`config.mk`:
```
export PLATFORM = sky130hd
export DESIGN_NAME = segment_page_frame_allocator_core
export DESIGN_NICKNAME = d
export VERILOG_FILES = /design/src/rtl/spfa_pkg.sv /design/src/rtl/segment_page_frame_allocator_core.sv /design/src/rtl/spfa_cell.sv /design/src/rtl/spfa_ctrl.sv
export SDC_FILE = /design/constraint.sdc
export NUM_CORES = 2
export LEC_CHECK = 0
export BUFFER_PORTS_ARGS = -buffer_cell sky130_fd_sc_hd__buf_2
export CAP_MARGIN = 25
export CORE_MARGIN = 2
export CORE_UTILIZATION = 62
export CTS_CLUSTER_SIZE = 12
export DETAILED_ROUTE_END_ITERATION = 10
export GPL_TIMING_DRIVEN = 0
export PLACE_DENSITY = 0.9
export SLEW_MARGIN = 20
export SYNTH_ARGS = -nofsm -noshare
export SYNTH_HDL_FRONTEND = slang
export SYNTH_SLANG_ARGS = --single-unit
```
`constraint.sdc`:
```
create_clock -name clk -period 3.5 [get_ports clk]
set_clock_uncertainty 0.2 [all_clocks]
set_input_delay 0.175 -clock clk [delete_from_list [all_inputs] [get_ports clk]]
set_output_delay 0.175 -clock clk [all_outputs]
set_load 0.01 [all_outputs]
```
`src/rtl/spfa_pkg.sv`:
```
`timescale 1ns / 1ps
// ----------------------------------------------------------------------------
// spfa_pkg: shared types and constants of the segment frame allocator
// Frame table geometry, field widths, word layouts, the frame entry record
// and the controller state encoding.
// ----------------------------------------------------------------------------
package spfa_pkg;

	// Frame table geometry. PAGE_UNITS must be a power of two.
	localparam int FRAMES     = 128;
	localparam int PAGE_UNITS = 16;
	localparam int ID_BITS    = 8;

	// Field widths fixed by the interface.
	localparam int SEG_ID_W   = 8;
	localparam int SIZE_W     = 12;
	localparam int FREE_OUT_W = 8;

	// Derived widths.
	localparam int IDX_W      = $clog2(FRAMES);
	localparam int CNT_W      = $clog2(FRAMES + 1);
	localparam int PAGE_SHIFT = $clog2(PAGE_UNITS);
	localparam int PAGE_W     = SIZE_W + 1 - PAGE_SHIFT;
	localparam int TOTAL_W    = PAGE_W + 2;
	localparam int CMP_W      = (TOTAL_W > CNT_W) ? TOTAL_W : CNT_W;

	// Input word layout, lowest bit first: seg_id, text_size, heap_size, stack_size.
	localparam int SEG_ID_LO = 0;
	localparam int TEXT_LO   = SEG_ID_LO + SEG_ID_W;
	localparam int HEAP_LO   = TEXT_LO + SIZE_W;
	localparam int STACK_LO  = HEAP_LO + SIZE_W;
	localparam int S_FIELD_W = STACK_LO + SIZE_W;
	localparam int S_TDATA_W = ((S_FIELD_W + 7) / 8) * 8;

	// Output word layout, lowest bit first: ok, frames_free.
	localparam int M_FIELD_W = 1 + FREE_OUT_W;
	localparam int M_TDATA_W = ((M_FIELD_W + 7) / 8) * 8;

	// Request kinds carried on s_tuser.
	localparam logic MODE_ALLOC = 1'b0;
	localparam logic MODE_FREE  = 1'b1;

	typedef enum logic [1:0] {
		PART_FREE  = 2'd0,
		PART_TEXT  = 2'd1,
		PART_HEAP  = 2'd2,
		PART_STACK = 2'd3
	} part_t;

	typedef struct packed {
		logic               used;
		logic [ID_BITS-1:0] owner;
		part_t              part;
	} frame_t;

	typedef enum logic [1:0] {
		ST_IDLE   = 2'd0,
		ST_SCAN   = 2'd1,
		ST_FINISH = 2'd2
	} state_t;

endpackage

```
`src/rtl/segment_page_frame_allocator_core.sv`:
```
`timescale 1ns / 1ps
// ----------------------------------------------------------------------------
// segment_page_frame_allocator_core: paged segment frame allocator
// A table of page frames kept in a rotating ring of frame cells, edited by a
// sequencer at the ring head.
// ----------------------------------------------------------------------------
// The allocator owns a table of FRAMES page frames, each free or owned by a
// segment id and tagged text, heap or stack. An allocate word (s_tuser = 0)
// rounds its three sizes up to whole pages and, if enough frames are free,
// claims the lowest free frames in order: text, then heap, then stack. A
// request of zero pages, or one larger than the free count, fails and leaves
// the table alone. A free word (s_tuser = 1) releases every frame of the id
// and reports whether any was found. Each request yields one result word
// with the ok flag and the free frame count after the request. The frame
// table is a ring of FRAMES cells that rotates one place per clock during a
// scan of the table; the sequencer edits each record as it passes the
// ring head. A request that reaches the table has its result loaded in a
// closing cycle after one full turn of the ring, and the next word can be
// accepted once the sequencer is back in idle. A rejected allocation skips
// the ring and goes straight to the closing cycle. One request is in work
// at a time; a finished result sits in an output register, so the next
// word is taken while the previous result still waits for m_tready. The
// closing cycle of a request stretches for as long as that register is
// still full and m_tready stays low. Reset clears every frame at once; no
// clearing pass is needed.
// ----------------------------------------------------------------------------
module segment_page_frame_allocator_core (
	input  logic                           clk,
	input  logic                           arst_n,
	// Request channel.
	input  logic                           s_tvalid,
	output logic                           s_tready,
	// Bits from the lowest: seg_id[7:0], text_size[19:8], heap_size[31:20],
	// stack_size[43:32], zero fill up to 48 bits.
	input  logic [spfa_pkg::S_TDATA_W-1:0] s_tdata,
	// Bit 0: mode, 0 allocate and 1 free.
	input  logic                           s_tuser,
	// Result channel.
	output logic                           m_tvalid,
	input  logic                           m_tready,
	// Bits from the lowest: ok[0], frames_free[8:1], zero fill up to 16 bits.
	output logic [spfa_pkg::M_TDATA_W-1:0] m_tdata
);
	import spfa_pkg::*;

	// ring[0] is the head the sequencer looks at; its edited copy re-enters
	// at the far end, so after one full turn the table is back in order.
	frame_t ring [FRAMES];
	frame_t tail;
	logic   shift;

	spfa_ctrl u_ctrl (
		.clk      (clk),
		.arst_n   (arst_n),
		.s_tvalid (s_tvalid),
		.s_tready (s_tready),
		.s_tdata  (s_tdata),
		.s_tuser  (s_tuser),
		.m_tvalid (m_tvalid),
		.m_tready (m_tready),
		.m_tdata  (m_tdata),
		.head     (ring[0]),
		.tail     (tail),
		.shift    (shift)
	);

	for (genvar i = 0; i < FRAMES; i++) begin : g_cell
		if (i == FRAMES - 1) begin : g_last
			spfa_cell u_cell (
				.clk    (clk),
				.arst_n (arst_n),
				.shift  (shift),
				.d      (tail),
				.q      (ring[i])
			);
		end else begin : g_mid
			spfa_cell u_cell (
				.clk    (clk),
				.arst_n (arst_n),
				.shift  (shift),
				.d      (ring[i+1]),
				.q      (ring[i])
			);
		end
	end

endmodule

```
`src/rtl/spfa_cell.sv`:
```
`timescale 1ns / 1ps
// ----------------------------------------------------------------------------
// spfa_cell: one frame entry of the rotating frame table
// Holds one frame record and takes its neighbor's record while shifting.
// ----------------------------------------------------------------------------
module spfa_cell (
	input  logic            clk,
	input  logic            arst_n,
	input  logic            shift,
	input  spfa_pkg::frame_t d,
	output spfa_pkg::frame_t q
);
	import spfa_pkg::*;

	frame_t entry_q;

	always_ff @(posedge clk or negedge arst_n) begin
		if (!arst_n) begin
			entry_q <= frame_t'('0);
		end else if (shift) begin
			entry_q <= d;
		end
	end

	assign q = entry_q;

endmodule

```
`src/rtl/spfa_ctrl.sv`:
```
`timescale 1ns / 1ps
// ----------------------------------------------------------------------------
// spfa_ctrl: request sequencer at the head of the frame ring
// Decodes requests, edits each frame record as it passes the ring head,
// keeps the free frame count and holds the result word.
// ----------------------------------------------------------------------------
module spfa_ctrl (
	input  logic                             clk,
	input  logic                             arst_n,
	input  logic                             s_tvalid,
	output logic                             s_tready,
	input  logic [spfa_pkg::S_TDATA_W-1:0]   s_tdata,
	input  logic                             s_tuser,
	output logic                             m_tvalid,
	input  logic                             m_tready,
	output logic [spfa_pkg::M_TDATA_W-1:0]   m_tdata,
	input  spfa_pkg::frame_t                 head,
	output spfa_pkg::frame_t                 tail,
	output logic                             shift
);
	import spfa_pkg::*;

	function automatic logic [PAGE_W-1:0] pages_of(logic [SIZE_W-1:0] size);
		logic [SIZE_W:0] rounded;
		rounded = {1'b0, size} + (SIZE_W + 1)'(PAGE_UNITS - 1);
		return PAGE_W'(rounded >> PAGE_SHIFT);
	endfunction

	state_t state_q, state_d;

	logic                  mode_q;
	logic [ID_BITS-1:0]    id_q;
	logic [PAGE_W-1:0]     rem_text_q, rem_heap_q, rem_stack_q;
	logic [TOTAL_W-1:0]    total_q;
	logic [CNT_W-1:0]      released_q;
	logic [IDX_W-1:0]      idx_q;
	logic                  ok_q;
	logic [CNT_W-1:0]      free_count_q;
	logic                  out_valid_q;
	logic                  out_ok_q;
	logic [FREE_OUT_W-1:0] out_free_q;

	logic                  accept;
	logic [PAGE_W-1:0]     text_pg, heap_pg, stack_pg;
	logic [TOTAL_W-1:0]    total;
	logic                  fits;
	logic                  claim, release_hit, last_frame, load_out;
	logic                  ok_fin;
	logic [CNT_W-1:0]      free_next;

	// Request decode.
	assign accept   = s_tvalid && s_tready;
	assign text_pg  = pages_of(s_tdata[TEXT_LO +: SIZE_W]);
	assign heap_pg  = pages_of(s_tdata[HEAP_LO +: SIZE_W]);
	assign stack_pg = pages_of(s_tdata[STACK_LO +: SIZE_W]);
	assign total    = TOTAL_W'(text_pg) + TOTAL_W'(heap_pg) + TOTAL_W'(stack_pg);
	assign fits     = (total != '0) && (CMP_W'(total) <= CMP_W'(free_count_q));

	// Head edit: claim a free frame while pages remain, or release a match.
	assign claim = (mode_q == MODE_ALLOC) && !head.used &&
		((rem_text_q != '0) || (rem_heap_q != '0) || (rem_stack_q != '0));
	assign release_hit = (mode_q == MODE_FREE) && head.used && (head.owner == id_q);
	assign last_frame  = (idx_q == IDX_W'(FRAMES - 1));

	always_comb begin
		tail = head;
		if (claim) begin
			tail.used  = 1'b1;
			tail.owner = id_q;
			if (rem_text_q != '0) begin
				tail.part = PART_TEXT;
			end else if (rem_heap_q != '0) begin
				tail.part = PART_HEAP;
			end else begin
				tail.part = PART_STACK;
			end
		end else if (release_hit) begin
			tail = frame_t'('0);
		end
	end

	// Result of a finished request.
	assign ok_fin = (mode_q == MODE_ALLOC) ? ok_q : (released_q != '0);
	always_comb begin
		if (mode_q == MODE_ALLOC) begin
			free_next = ok_q ? (free_count_q - CNT_W'(total_q)) : free_count_q;
		end else begin
			free_next = free_count_q + released_q;
		end
	end

	always_ff @(posedge clk or negedge arst_n) begin
		if (!arst_n) begin
			state_q <= ST_IDLE;
		end else begin
			state_q <= state_d;
		end
	end

	always_comb begin
		state_d  = state_q;
		s_tready = 1'b0;
		shift    = 1'b0;
		load_out = 1'b0;
		case (state_q)
			ST_IDLE: begin
				s_tready = 1'b1;
				if (s_tvalid) begin
					if ((s_tuser == MODE_ALLOC) && !fits) begin
						state_d = ST_FINISH;
					end else begin
						state_d = ST_SCAN;
					end
				end
			end
			ST_SCAN: begin
				shift = 1'b1;
				if (last_frame) begin
					state_d = ST_FINISH;
				end
			end
			ST_FINISH: begin
				if (!out_valid_q || m_tready) begin
					load_out = 1'b1;
					state_d  = ST_IDLE;
				end
			end
			default: begin
				state_d = ST_IDLE;
			end
		endcase
	end

	// Request context and scan counters.
	always_ff @(posedge clk or negedge arst_n) begin
		if (!arst_n) begin
			mode_q       <= MODE_ALLOC;
			id_q         <= '0;
			rem_text_q   <= '0;
			rem_heap_q   <= '0;
			rem_stack_q  <= '0;
			total_q      <= '0;
			released_q   <= '0;
			idx_q        <= '0;
			ok_q         <= 1'b0;
			free_count_q <= CNT_W'(FRAMES);
		end else begin
			if (accept) begin
				mode_q      <= s_tuser;
				id_q        <= ID_BITS'(s_tdata[SEG_ID_LO +: SEG_ID_W]);
				rem_text_q  <= text_pg;
				rem_heap_q  <= heap_pg;
				rem_stack_q <= stack_pg;
				total_q     <= total;
				released_q  <= '0;
				idx_q       <= '0;
				ok_q        <= fits;
			end
			if (shift) begin
				idx_q <= idx_q + 1'b1;
				if (claim) begin
					if (rem_text_q != '0) begin
						rem_text_q <= rem_text_q - 1'b1;
					end else if (rem_heap_q != '0) begin
						rem_heap_q <= rem_heap_q - 1'b1;
					end else begin
						rem_stack_q <= rem_stack_q - 1'b1;
					end
				end
				if (release_hit) begin
					released_q <= released_q + 1'b1;
				end
			end
			if (load_out) begin
				free_count_q <= free_next;
			end
		end
	end

	// Output register.
	always_ff @(posedge clk or negedge arst_n) begin
		if (!arst_n) begin
			out_valid_q <= 1'b0;
		end else if (load_out) begin
			out_valid_q <= 1'b1;
		end else if (m_tready) begin
			out_valid_q <= 1'b0;
		end
	end

	always_ff @(posedge clk) begin
		if (load_out) begin
			out_ok_q   <= ok_fin;
			out_free_q <= FREE_OUT_W'(free_next);
		end
	end

	assign m_tvalid = out_valid_q;
	assign m_tdata  = M_TDATA_W'({out_free_q, out_ok_q});

	a_free_bound: assert property (@(posedge clk) disable iff (!arst_n)
		free_count_q <= CNT_W'(FRAMES))
		else $error("free frame count exceeds the table size");

	a_alloc_complete: assert property (@(posedge clk) disable iff (!arst_n)
		(state_q == ST_FINISH && mode_q == MODE_ALLOC && ok_q) |->
		(rem_text_q == '0 && rem_heap_q == '0 && rem_stack_q == '0))
		else $error("allocation finished with pages left unclaimed");

	a_accept_busy: assert property (@(posedge clk) disable iff (!arst_n)
		accept |=> (state_q != ST_IDLE))
		else $error("request accepted without starting work");

	a_scan_end: assert property (@(posedge clk) disable iff (!arst_n)
		(state_q == ST_SCAN && last_frame) |=> (state_q == ST_FINISH && idx_q == '0))
		else $error("scan did not close after one full turn of the ring");

endmodule
```
## Word-level counts from Yosys, hierarchy flattened

Cells that the tools add are included.

- Bits in registers: 1488
- Latch bits: 0
- Memory bits (writable): 0
- ROM bits: 0
- Input bits: 53
- Output and inout bits: 18
- Memories: 0

- $add $sub $neg: 12
- Multipliers: 0
- Divide/modulo/power cells: 0
- $lt $le $gt $ge: 1
- Eq/ne operators: 7
- Shift operators: 0
- Muxes and demuxes: 37
- Bitwise logic cells: 2
- Reductions and logical operators: 22

Operator list:

| cell | count |
|---|---|
| $mux 9 | 14 |
| $mux 8 | 5 |
| $add 12x4->13 const B | 3 |
| $reduce_bool 9->1 | 3 |
| $sub 9x1->9 const B | 3 |
| $mux 11 | 2 |
| $mux 7 | 2 |
| $add 10x9->11 | 1 |
| $le 11x8->1 | 1 |
| $reduce_bool 11->1 | 1 |
| $add 9x9->10 | 1 |
| $mux 2 | 5 |
| $add 8x1->8 const B | 1 |
| $add 8x8->8 | 1 |
| $eq 8x8->1 | 1 |
| $mux 1 | 8 |
| $reduce_bool 8->1 | 1 |
| $sub 8x8->8 | 1 |
| $add 7x1->7 const B | 1 |
| $eq 7x7->1 const B | 1 |
| $logic_and 1x1->1 | 7 |
| $pmux 2 s3 | 1 |
| $ne 2x1->1 const B | 2 |
| $reduce_bool 2->1 | 2 |
| 8 further kinds | 13 |

## Depth between registers and ports, before layout

- Depth in word-level cells: 10
- Depth in mapped cells: 19
- Mapped depth without buffers: 19

## Cells and area by module

A second synthesis with hierarchy kept.

- Cells, all modules: 3645
- Area total of the unflattened synthesis: 63322.0 um2

By module, submodules not included:

| module | instances | cells an instance | area each (um2) | seq. area each (um2) |
|---|---|---|---|---|
| spfa_cell | 128 | 23 | 447.9 | 275.3 |
| spfa_ctrl | 1 | 701 | 5987.0 | 2048.2 |

## Worst setup path after synthesis

No wires, ideal clock.

- Path kind: input to register
- From: input s_tdata[32] (netlist bit)
- To: register u_ctrl.state_q[1]
- Arrival: 3.602 ns
- Data required time: 3.182 ns
- Path slack: -0.420 ns
- Stages: 17
- Path buffers: 0
- Cells stage by stage: nor4_1 > nor2b_1 > xnor2_1 > fa_1 > inv_1 > ha_1 > inv_1 > fa_1 > nor2b_1 > o22a_1 > xor2_1 > ha_1 > o41ai_1 > a211oi_1 > o22ai_1 > a31oi_1 > a21o_1

- Cells in the longest elaborated chain, start to end: 9
- Elaborated cells on any way between the ends: 10
- Those cells by class: add/sub: 2; order compare: 1; mux: 3; reduce/logical: 4

RTL lines:

| item | RTL line | text |
|---|---|---|
| start: declaration | segment_page_frame_allocator_core.sv:35 | `input logic [spfa_pkg::S_TDATA_W-1:0] s_tdata,` |
| $add 12x4->13 (*) | spfa_ctrl.sv:25 | `rounded = {1'b0, size} + (SIZE_W + 1)'(PAGE_UNITS - 1);` |
| $add 10x9->11 (*) | spfa_ctrl.sv:56 | `assign total = TOTAL_W'(text_pg) + TOTAL_W'(heap_pg) + TOTAL_W'(stack_pg);` |
| named net u_ctrl.total[5] | spfa_ctrl.sv:45 | `logic [TOTAL_W-1:0] total;` |
| $le 11x8->1 or $reduce_bool 11->1 (tied branches) | spfa_ctrl.sv:57 | `assign fits = (total != '0) && (CMP_W'(total) <= CMP_W'(free_count_q));` |
| $logic_and 1x1->1 (*) | spfa_ctrl.sv:57 |  |
| $logic_not 1->1 (*) | spfa_ctrl.sv:109 | `if ((s_tuser == MODE_ALLOC) && !fits) begin` |
| $logic_and 1x1->1 (*) | spfa_ctrl.sv:109 |  |
| $mux 2 (*) | spfa_ctrl.sv:109 |  |
| $mux 2 (*) | spfa_ctrl.sv:108 | `if (s_tvalid) begin` |
| $pmux 2 s3 (*) | spfa_ctrl.sv:105 | `case (state_q)` |
| end signal: assignment | spfa_ctrl.sv:96 | `state_q <= state_d;` |
| end: declaration | spfa_ctrl.sv:29 | `state_t state_q, state_d;` |

Mark *: on every way through the listed nets, which the timed path passes. The rest lies on a longest branch. The select of a mux whose other input is x is not followed.
A chain may end at the register's enable or synchronous reset.

## Final worst setup path

- From: input s_tdata[35] (netlist bit)
- To: register u_ctrl.ok_q

- Cells in the longest elaborated chain, start to end: 4
- Elaborated cells on any way between the ends: 5
- Those cells by class: add/sub: 2; order compare: 1; reduce/logical: 2

RTL lines:

| item | RTL line | text |
|---|---|---|
| $add 12x4->13 (*) | spfa_ctrl.sv:25 |  |
| $add 10x9->11 (*) | spfa_ctrl.sv:56 |  |
| named net u_ctrl.total[7] | spfa_ctrl.sv:45 |  |
| $le 11x8->1 or $reduce_bool 11->1 (tied branches) | spfa_ctrl.sv:57 |  |
| $logic_and 1x1->1 (*) | spfa_ctrl.sv:57 |  |
| end signal: assignment | spfa_ctrl.sv:157 | `ok_q <= fits;` |
| end: declaration | spfa_ctrl.sv:37 | `logic ok_q;` |

Mark *: on every way through the listed nets, which the timed path passes. The rest lies on a longest branch.

==> metrics.md <==
| Metric | Value |
|---|---|
| Status | finished, violations left |
| Failing checks | setup timing |
| CTS sink count | 1232 |
| DPL Wire Length | 63900 um |
| Port buffer count | 59 |
| DRT Pass-1 Iters | 10 |
| Startpoint Class | input pin |
| Clk_lat worst skew | 710 ps |
| RD Place Congestion | 0.910 |
| Hold_sp | s_tdata[6] |
| Power Total | 39500 uW |
| R2r setup slk | -100 ps |
| Ports | 71 |
| Yosys warnings | 0 |
| Avg WL per Cell | 16.8 um |
| Post-Place Worst Slack | -899 ps |
| Final ANT Viol Nets | 0 |
| Critical path's slowest cell | fa_2 |
| Fin worst setup slack | -511 ps |
| Sequential fraction of the synthesis area | 63.5% |
| Layout cells sized above 1 | 5.21% |
| Min Tclk post-route | 4010 ps |
| Via count | 38600 |
| Ys async rst share | 99.3% |
| DR top layer | met4 |
| Placement-stage cell area | 0.0506 mm^2 |
| Fin cells | 6891 |
| MaxCap Viol Count | 0 |
| Initial DRC count | 4175 |
| PwrDens | 720 mW/mm^2 |
| Post-synthesis cell area | 0.0486 mm^2 |
| Critical path class | in -> reg |
| Slew Viols, Final | 0 |
| Pleak | 0.0307 uW |
| Die footprint | 0.0807 mm^2 |
| Hold endpoint | u_ctrl.id_q[6] |
| Die W | 284 um |
| Initial antenna violation count | 3 |
| Final Cell Area | 0.0549 mm^2 |
| WHS Path Cells | 4 |
| Core footprint | 0.0776 mm^2 |
| CTS max path bufs | 3 |
| Mapped Cells | 5539 |
| Largest vdd supply drop | 0.623 mV |
| Syn Area/Cell | 8.78 um^2 |
| Worst Tran Pin Value | 926 ps |
| Drc violations | 0 |
| Rel. slew slack | 38.3% |
| Total track usage | 27.8% |
| # rows | 102 |
| Largest net degree at the start of global routing | 150 |
| Initial Util | 62.7% |
| Area of the multi-input gates | 0.0168 mm^2 |
| R2R depth | 10 |
| Main synth FF type | dfrtp_1 |
| Worst Path Arrival | 4440 ps |
| Post-layout util | 70.7% |
| RR Endpoint | u_ctrl.rem_stack_q[6] |
| R2r startpoint | u_ctrl.rem_heap_q[0] |
| Clock Tree Root | clkbuf_16 |
| Total wire length | 115000 um |
| Sequential Area | 0.0309 mm^2 |
| FMAX | 0.249 GHz |
| WP data required | 3930 ps |
| FILL cells | 4914 |
| Largest stage delay on the critical path | 670 ps |
| GRT Residual Overflow | 0 |
| Critical path capture point type | flip-flop |
| Via density per instance | 5.61 |
| Crit Path Max Fanout | 4 |
| CP Cell Sequence | buf_2, nor4_4, nor2b_2, nand3_1, xor2_2, fa_2, inv_2, ha_4, nor2b_2, o22a_1, a21o_1, a21oi_2, xnor2_2, ha_1, buf_4, nand4_1, o22ai_2, buf_4, nand4_1, o21ai_1 |
| Distinct cells, synth | 70 |
| Vias in the first global route | 38900 |
| EDFF count, synth | 9 |
| Reg clk slew, reported paths | 60 ps |
| WL met3 | 7970 um |
| Layout area overhead | 12.8% |
| Nets | 5904 |
| Hold crit path type | in -> reg |
| CTS Buf Count | 117 |
| M1 wire length | 43800 um |
| Number of H-tree levels | 3 |
| Met2 WL | 57300 um |
| Seq cells post-synth | 1232 |
| Final Hold Viols | 0 |
| Final-report setup violation count | 5 |
| Placed Cells | 6654 |
| Period Utilization, post-route | 115% |
| CTS tree | done |
| RSZ-0062 raised after global routing | true |
| Die Y-Extent | 284 um |
| First-pass GRT wire length | 186000 um |
## how the worst max path moves through the flow
stage | start | end | slack, ps | cells past startpoint
3_3_place_gp | arst_n | g_cell[97].g_mid.u_cell.q[2] | -23390 | 1
5_1_grt | s_tdata[24] | u_ctrl.ok_q | -660 | 18
3_5_place_dp | s_tdata[21] | u_ctrl.state_q[1] | -900 | 18
4_1_cts | s_tdata[20] | u_ctrl.state_q[1] | 20 | 19
2_1_floorplan | s_tdata[21] | u_ctrl.state_q[0] | -250 | 18
6_report | s_tdata[35] | u_ctrl.ok_q | -510 | 20
## per-stage QoR
stage / TNS [ps] / hold slack (ps)
finish: -1590 / 70.1
global route: -1980 / 60.9
CTS: 0 / 12.1
detailed placement: -2620 / -31.0
global placement: - / 175
floorplan: -664 / -321
## metal layers
layer | vias up | GRT usage (%)
li1 | 17400 | -
met1 | 18900 | 34.7
met2 | 1713 | 47.5
met3 | 630 | 4.96
met4 | 0 | 12.5
met5 | - | 0
## synthesized netlist by cell type, types with 6 or more instances
master / n / area (um^2)
nor3_1: 18 / 90.1
xnor2_1: 28 / 245
nor4_1: 6 / 37.5
ha_1: 35 / 438
dfrtp_1: 1222 / 30600
a32oi_1: 6 / 52.6
buf_4: 8 / 60.1
nand4_1: 11 / 68.8
clkbuf_1: 264 / 991
o21a_1: 9 / 67.6
edfxtp_1: 9 / 270
o21ai_0: 55 / 275
xor2_1: 18 / 158
fa_1: 12 / 240
buf_1: 12 / 45.0
nor2b_1: 14 / 87.6
inv_1: 56 / 210
nand2b_1: 6 / 37.5
a21oi_1: 29 / 145
a31oi_1: 15 / 93.8
nor2_1: 58 / 218
or3_1: 11 / 68.8
nand2_1: 3517 / 13200
nand3_1: 31 / 155
## critical path, delay by kind of cell
kind | cells | cell delay (ps)
compound gates | 5 | 960
xor+xnor | 2 | 600
fa+ha+maj | 3 | 1230
buf+inv | 4 | 510
simple gates | 6 | 960
## registers in the layout, summed over array words and instances (netlist names)
| register | count |
|---|---|
| u_ctrl.mode_q | 1 |
| u_ctrl.free_count_q | 8 |
| u_ctrl.m_tvalid | 1 |
| u_ctrl.state_q | 2 |
| u_ctrl.idx_q | 7 |
| u_ctrl.total_q | 8 |
| u_ctrl.out_ok_q | 1 |
| u_ctrl.rem_stack_q | 9 |
| g_cell.g_last.u_cell.q | 9 |
| u_ctrl.released_q | 8 |
| u_ctrl.rem_heap_q | 9 |
| u_ctrl.ok_q | 1 |
| g_cell.g_mid.u_cell.q | 1143 |
| u_ctrl.rem_text_q | 9 |
| u_ctrl.out_free_q | 8 |
| u_ctrl.id_q | 8 |
## timing repair
action,4_1_cts,5_1_grt
resized for setup,16,26
pin swaps,15,25
endpoints found under the setup margin,3,4
hold buffers,48,0
endpoints found under the hold margin,516,0
buffers inserted,7,17
## power breakdown
part	switching, uW	internal, uW	leakage (uW)
Combinational	8220	2640	0.0122
Clock	5290	6230	0.00161
Sequential	1210	15900	0.0169
Total	14700	24800	0.0307
## final cells by class
class | instances | share of cell area, %
Clock inverter | 13 | 0.360
Tap cell | 1040 | 2.37
Timing Repair Buffer | 140 | 2.31
Sequential cell | 1232 | 56.3
Multi-Input combinational cell | 3972 | 30.6
Antenna cell | 2 | 0.00912
Inverter | 56 | 0.383
Buffer | 285 | 2.01
Clock buffer | 151 | 5.71
## cell usage in the layout, fill, tap and decap left out, types with 47 or more instances in the layout
| cell | instances |
|---|---|
| o21ai_0 | 52 |
| dlygate4sd3_1 | 47 |
| dfrtp_1 | 1222 |
| nor2_1 | 56 |
| inv_1 | 52 |
| clkbuf_1 | 288 |
| nand2_1 | 3517 |
| clkbuf_16 | 117 |
| buf_2 | 57 |
## cell families (layout without fill, tap and decap cells)
family                     Yosys count  in the layout  share of synthesized area (%)
muxes                                9              9                          0.198
xor gates and xnor gates            46             46                          0.829
and+or+nand+nor                   3698           3698                           29.2
AOI/OAI and AO/OA                  165            165                           2.18
buffers and inverters              341            645                           2.70
DFF                               1232           1232                           63.5
adders and majority gates           47             47                           1.39
other                                1              9                        0.00771
Power figures use the tool's default switching activity.
